$ cat config.mk
export PLATFORM = sky130hd
export DESIGN_NAME = sra_match
export DESIGN_NICKNAME = d
export VERILOG_FILES = /design/src/hw/rtl/sra_pkg.sv /design/src/hw/rtl/sra_match.sv
export SDC_FILE = /design/constraint.sdc
export NUM_CORES = 1
export LEC_CHECK = 0
export BUFFER_PORTS_ARGS = -buffer_cell sky130_fd_sc_hd__buf_2
export CAP_MARGIN = 10
export CORE_ASPECT_RATIO = 2
export CORE_MARGIN = 1
export CORE_UTILIZATION = 46
export CTS_CLUSTER_DIAMETER = 150
export DETAILED_ROUTE_END_ITERATION = 6
export GPL_TIMING_DRIVEN = 1
export PLACE_DENSITY_LB_ADDON = 0.25
export SLEW_MARGIN = 40
export SYNTH_ARGS = -nofsm -noshare
export SYNTH_HDL_FRONTEND = slang
export SYNTH_SLANG_ARGS = --single-unit
export TNS_END_PERCENT = 1
$ cat constraint.sdc
create_clock -name clk -period 0.8 [get_ports clk]
set_input_delay 0.08 -clock clk [delete_from_list [all_inputs] [get_ports clk]]
set_output_delay 0.08 -clock clk [all_outputs]
set_load 0.02 [all_outputs]
$ cat src/hw/rtl/sra_pkg.sv
`timescale 1ns / 1ps
// ----------------------------------------------------------------------------
// Section RVA translator package
// Shared types and constants: region entry layout, scan result word,
// status codes, request kinds, register indexes and sequencer states.
// ----------------------------------------------------------------------------
package sra_pkg;

	localparam int unsigned WORD_W    = 32;
	localparam int unsigned CFG_IDX_W = 1;

	// top of the 32-bit address space, as a 33-bit value
	localparam logic [WORD_W:0] ADDR_SPAN = {1'b1, {WORD_W{1'b0}}};

	// request kinds (tuser)
	localparam logic REQ_ADD   = 1'b0;
	localparam logic REQ_XLATE = 1'b1;

	// configuration register indexes
	localparam logic [CFG_IDX_W-1:0] CFG_HEADER_SIZE = 1'b0;
	localparam logic [CFG_IDX_W-1:0] CFG_FILE_SIZE   = 1'b1;

	typedef enum logic [2:0] {
		ST_OK        = 3'd0,
		ST_PAST_FILE = 3'd1,
		ST_AMBIGUOUS = 3'd2,
		ST_OVERLAP   = 3'd3,
		ST_FULL      = 3'd4,
		ST_UNMAPPED  = 3'd5
	} status_t;

	typedef enum logic [2:0] {
		S_IDLE,
		S_PRE1,
		S_PRE2,
		S_SCAN,
		S_HIT,
		S_FINISH
	} sra_state_t;

	// one stored region
	typedef struct packed {
		logic [WORD_W-1:0] start;
		logic [WORD_W-1:0] length;
		logic [WORD_W-1:0] foff;
	} region_t;

	// request view seen by the compare unit
	typedef struct packed {
		logic              is_add;
		logic [WORD_W-1:0] rva;
		logic [WORD_W:0]   mapped_end;
	} probe_t;

	// compare unit result for one entry
	typedef struct packed {
		logic              valid;
		logic              hit;
		logic [WORD_W-1:0] length;
		logic [WORD_W-1:0] foff;
		logic [WORD_W-1:0] delta;
	} match_t;

endpackage

$ cat src/hw/rtl/sra_match.sv
`timescale 1ns / 1ps
// ----------------------------------------------------------------------------
// Region compare unit
// Shared comparator: tests one table entry per cycle against the request,
// overlap for adds and containment for translates, and registers the outcome.
// ----------------------------------------------------------------------------
module sra_match (
	input  logic             clk,
	input  logic             arst_n,
	input  logic             in_valid,
	input  sra_pkg::region_t entry,
	input  sra_pkg::probe_t  probe,
	output sra_pkg::match_t  result
);
	import sra_pkg::*;

	logic [WORD_W:0]   entry_end;
	logic [WORD_W-1:0] delta;
	logic              overlap;
	logic              contain;
	logic              valid_s1;
	logic              hit_s1;
	logic [WORD_W-1:0] length_s1;
	logic [WORD_W-1:0] foff_s1;
	logic [WORD_W-1:0] delta_s1;

	// compare logic
	always_comb begin
		entry_end = {1'b0, entry.start} + {1'b0, entry.length};
		delta     = probe.rva - entry.start;
		overlap   = ({1'b0, probe.rva} < entry_end) &&
		            ({1'b0, entry.start} < probe.mapped_end);
		contain   = (entry.start <= probe.rva) && (delta < entry.length);
	end

	// control flags
	always_ff @(posedge clk or negedge arst_n) begin
		if (!arst_n) begin
			valid_s1 <= 1'b0;
			hit_s1   <= 1'b0;
		end else begin
			valid_s1 <= in_valid;
			hit_s1   <= in_valid && (probe.is_add ? overlap : contain);
		end
	end

	// payload
	always_ff @(posedge clk) begin
		length_s1 <= entry.length;
		foff_s1   <= entry.foff;
		delta_s1  <= delta;
	end

	assign result = '{valid: valid_s1, hit: hit_s1, length: length_s1,
	                  foff: foff_s1, delta: delta_s1};

endmodule

==> results.ini, run 1 <==
[logic_synthesis]
ys_ff_latch = 98
synth-async-reset-ratio = 0.0204
seq_area_frac_synth = 0.267
synth_flop_cell = dfxtp_1
synth_area_leader_cell = ha_1
yosysUniqueCellTypes = 60
avgSynthCellArea_um2 = 8.87
synth_most_common_cell = ha_1
synth_common_cells = ha_1, inv_1, dfxtp_1
syn_nets = 1157
synthCells = 833
synth-edff-count = 0
synthTopCellsByArea = ha_1, dfxtp_1, a21o_1, inv_1, a21oi_1
synth_top_cell_area_share = 0.266
synth_area_mm2 = 0.00739
ys_warn_count = 0

[place]
gp_congestion = 0.967
io_buffer_count = 262
dp_hpwl_um = 24400
dp.cells = 1586

[run_status]
lastStage = global routing (5_1_grt)
firstError = [ERROR GRT-0232] Routing congestion too high. Check the congestion heatmap in the GUI.
run_status = did not finish

[cts]
clockBufferDepth = 2
clock_sink_count = 98
numCtsBuffers = 9
root_buffer = clkbuf_16
htreeDepth = 3

[global_route]
gr-total-overflow = 94
grt_use_total = 0.556
grt_start_max_net_pins = 19

[floorplan]
rows = 65
initial_core_util = 0.469
fp.dieH_um = 181
io_pins = 263
die_w_um = 91.6

[sta]
worstEpCategory = register data pin
crit_endpoint = hit_s1$_DFF_PN0_/D

[stage by stage]
step | setup slack [ns] | hold slack, ns | cell area (um2)
global placement | -3.31 | -0.125 | 11300
CTS | -2.68 | -0.0374 | 13200
floorplan | -2.57 | -0.216 | 7510
detailed placement | -3.33 | -0.125 | 11300
[metal layers]
layer / GRT overflow / GRT usage
met4: 34 / 0.639
met3: 0 / 0.262
met5: 1 / 0.0525
met2: 59 / 0.867
met1: 0 / 0.478
[repair_timing]
action                                  4_1_cts
setup buffers                                 3
endpoints found under the hold margin        60
cloned                                        0
gates resized for setup                     337
endpoints found under the setup margin      129
hold buffers                                 58
pin swaps                                    44
[cells by family after synthesis]
family / count (synthesis) / share of synthesized area
flip-flops: 98 / 0.267
XOR/XNOR: 52 / 0.0616
multiplexers: 1 / 0.00135
buffers and inverters: 116 / 0.0609
AO/OA/AOI/OAI: 257 / 0.235
AND/OR/NAND/NOR: 150 / 0.103
adder cells (fa/ha/maj): 159 / 0.271
==> run 2, diff against run 1 <==
--- a/config.mk
+++ b/config.mk
@@ -7,13 +7,11 @@
 export LEC_CHECK = 0
 export BUFFER_PORTS_ARGS = -buffer_cell sky130_fd_sc_hd__buf_2
 export CAP_MARGIN = 10
-export CORE_ASPECT_RATIO = 2
 export CORE_MARGIN = 1
-export CORE_UTILIZATION = 46
-export CTS_CLUSTER_DIAMETER = 150
+export CORE_UTILIZATION = 40
 export DETAILED_ROUTE_END_ITERATION = 6
 export GPL_TIMING_DRIVEN = 1
-export PLACE_DENSITY_LB_ADDON = 0.25
+export PLACE_DENSITY_LB_ADDON = 0.15
 export SLEW_MARGIN = 40
 export SYNTH_ARGS = -nofsm -noshare
 export SYNTH_HDL_FRONTEND = slang
==> constraint.sdc (replaced) <==
create_clock -name clk -period 1 [get_ports clk]
set_input_delay 0.1 -clock clk [delete_from_list [all_inputs] [get_ports clk]]
set_output_delay 0.1 -clock clk [all_outputs]
set_load 0.02 [all_outputs]
==> results.ini, run 2 <==
[layout]
final_common_cell = buf_4
syn2layout_area_growth_pct = 69.1
final_nets = 1774
layoutNonFillerInstCount = 1685
drive_gt1_frac = 0.440
layout_common_cells = buf_4, buf_2, ha_1
largestRegisters = delta_s1 (32), foff_s1 (32), length_s1 (32)
fin_area_mm2 = 0.0125

[global_route]
grt_pass1_vias = 8275
grt_start_max_net_pins = 21
grt_use_total = 0.275
antenna_found_initial = 1
gr-total-overflow = 0
grt_first_pass_wirelength_um = 40000

[critical_path]
critPathRequiredTime_ns = 1.26
critPathMaxFanout = 3
path_class = in2reg
start_kind = primary input
worstPathArrival_ns = 3.62
crit_path_end_kind = register

[logic_synthesis]
avgSynthCellArea_um2 = 8.87  ; unchanged
ys_ff_latch = 98  ; unchanged
synthTopCellsByArea = ha_1, dfxtp_1, a21o_1, inv_1, a21oi_1
synth_common_cells = ha_1, inv_1, dfxtp_1
synth_area_mm2 = 0.00739  ; unchanged
synth-async-reset-ratio = 0.0204  ; unchanged
seq_area_frac_synth = 0.267  ; unchanged
ys_warn_count = 0  ; unchanged
synth_most_common_cell = ha_1
yosysUniqueCellTypes = 60  ; unchanged
synth_top_cell_area_share = 0.266  ; unchanged
synthCells = 833  ; unchanged
synth_flop_cell = dfxtp_1
syn_nets = 1157  ; unchanged
synth_area_leader_cell = ha_1
synth-edff-count = 0  ; unchanged

[place]
io_buffer_count = 262  ; unchanged
dp.cells = 1598  ; +0.76%
gp_congestion = 0.938  ; -3.0%
dp_hpwl_um = 21400  ; -13%
placed_area_mm2 = 0.0112  ; -0.76%

[pwr]
power_density_mw_per_mm2 = 1260
peakVddDrop_v = 0.000886
power.leakage_nw = 6.86
power_mw = 15.8

[cts]
cts_tree = done
clock_sink_count = 98  ; unchanged
root_buffer = clkbuf_16
htreeDepth = 3  ; unchanged
clockBufferDepth = 2  ; unchanged
numCtsBuffers = 9  ; unchanged
clkTransAtPathRegs_ns = 0.08

[floorplan]
rows = 49  ; -25%
die_w_um = 138  ; +51%
coreArea_mm2 = 0.0180
dieArea_mm2 = 0.0190
initial_core_util = 0.410  ; -0.0584
fp.dieH_um = 138  ; -24%
io_pins = 263  ; unchanged

[sta]
finalMaxSlewViolations = 0
timing.final.ws_setup_ns = -2.36
min_period_over_period = 3.36
worstMarginPinSlew_ns = 0.578
fmax_ghz = 0.297
setup_viol = 30
hold_violations = 0
post-route-min-period_ns = 3.36
rsz0062_at_grt = yes
setup_tns_ns = -27.06
relSlewSlack = 0.612

[route]
wire_per_inst_um = 15.7
routed_via_density = 4.95
postRouteAntennaNets = 0
drc = 0
drt_iter0_drc = 308
first_pass_iters = 5
vias = 8334
wirelength_um = 26400

[run]
maxCapViolations = 0

[hold_path]
hold_depth = 2
hold_path_end = length_s1[1]
min_from = entry[33]
hp-class = in2reg

[run_status]
violations = setup timing
run_status = finished, violations left

## run 2: cell counts after synthesis
Identical to the previous run, type by type.
## run 2: report_power, final
part	internal, mW	switching, mW	leakage, nW
clock network	1.80	1.91	0.150
registers	4.33	0.126	0.835
logic	3.85	3.77	5.88
## run 2: what timing repair did
item / CTS / global route
hold buffers: 65 / 0
gates resized for setup: 52 / 20
buffers inserted: 5 / 0
cloned: 0 / 0
pin swaps: 33 / 9
endpoints found under the hold margin: 66 / 0
endpoints found under the setup margin: 35 / 34
## run 2: worst max path at each step
| stage | from | end | slack [ns] | cells after the start |
|---|---|---|---|---|
| finish | entry[44] | hit_s1 | -2.36 | 19 |
| global route | entry[65] | hit_s1 | -2.60 | 21 |
| CTS | entry[50] | hit_s1 | -2.46 | 18 |
| detailed placement | probe[33] | hit_s1 | -2.95 | 20 |
| global placement | entry[32] | hit_s1 | -2.81 | 21 |
| floorplan | entry[51] | hit_s1 | -2.39 | 19 |
## run 2: metrics by stage
step	utilization	setup slack [ns]	hold slack [ns]
final	0.694	-2.36	0.0217
after floorplan	-	-2.39	-0.196
after detailed placement	0.620	-2.95	-0.0884
after CTS	0.688	-2.46	0.0121
after global routing	0.694	-2.60	0.0297
after global placement	0.620	-2.81	-0.0874
## run 2: cells by family after synthesis
group           share of synthesized area
xor+xnor                           0.0616
flops                               0.267
compound gates                      0.235
buf+inv                            0.0609
fa+ha+maj                           0.271
simple gates                        0.103
mux                               0.00135
## run 2: layout make-up
cell class / count / area [um2]
sequential: 98 / 1970
clock buffer: 9 / 225
tap: 229 / 287
antenna: 1 / 2.50
inverter: 108 / 408
fill: 1462 / 5520
timing repair buffer: 614 / 4160
clock inverter: 7 / 76.3
multi-input combinational: 619 / 5370
## run 2: per-layer routing
metal / vias to the layer above / wire length, um / track usage
li1: 4247 / - / -
met1: 3752 / 11800 / 0.339
met2: 277 / 12400 / 0.473
met3: 58 / 1430 / 0.0461
met4: 0 / 762 / 0.112
met5: - / 0 / 0
## run 2: worst max-delay path, stage by stage
cell	delay [ns]
buf_2	0.12
ha_4	0.24
a21o_1	0.15
a21o_1	0.17
a211o_1	0.29
and4_1	0.21
a41oi_2	0.22
a21oi_2	0.11
o31a_1	0.32
buf_4	0.16
o21ai_1	0.22
xor2_1	0.10
ha_1	0.29
o21a_1	0.11
o21ai_1	0.07
a311oi_2	0.28
o21ai_1	0.10
a21o_1	0.17
a32o_1	0.19
No activity file was read; power rests on OpenSTA's default activity.
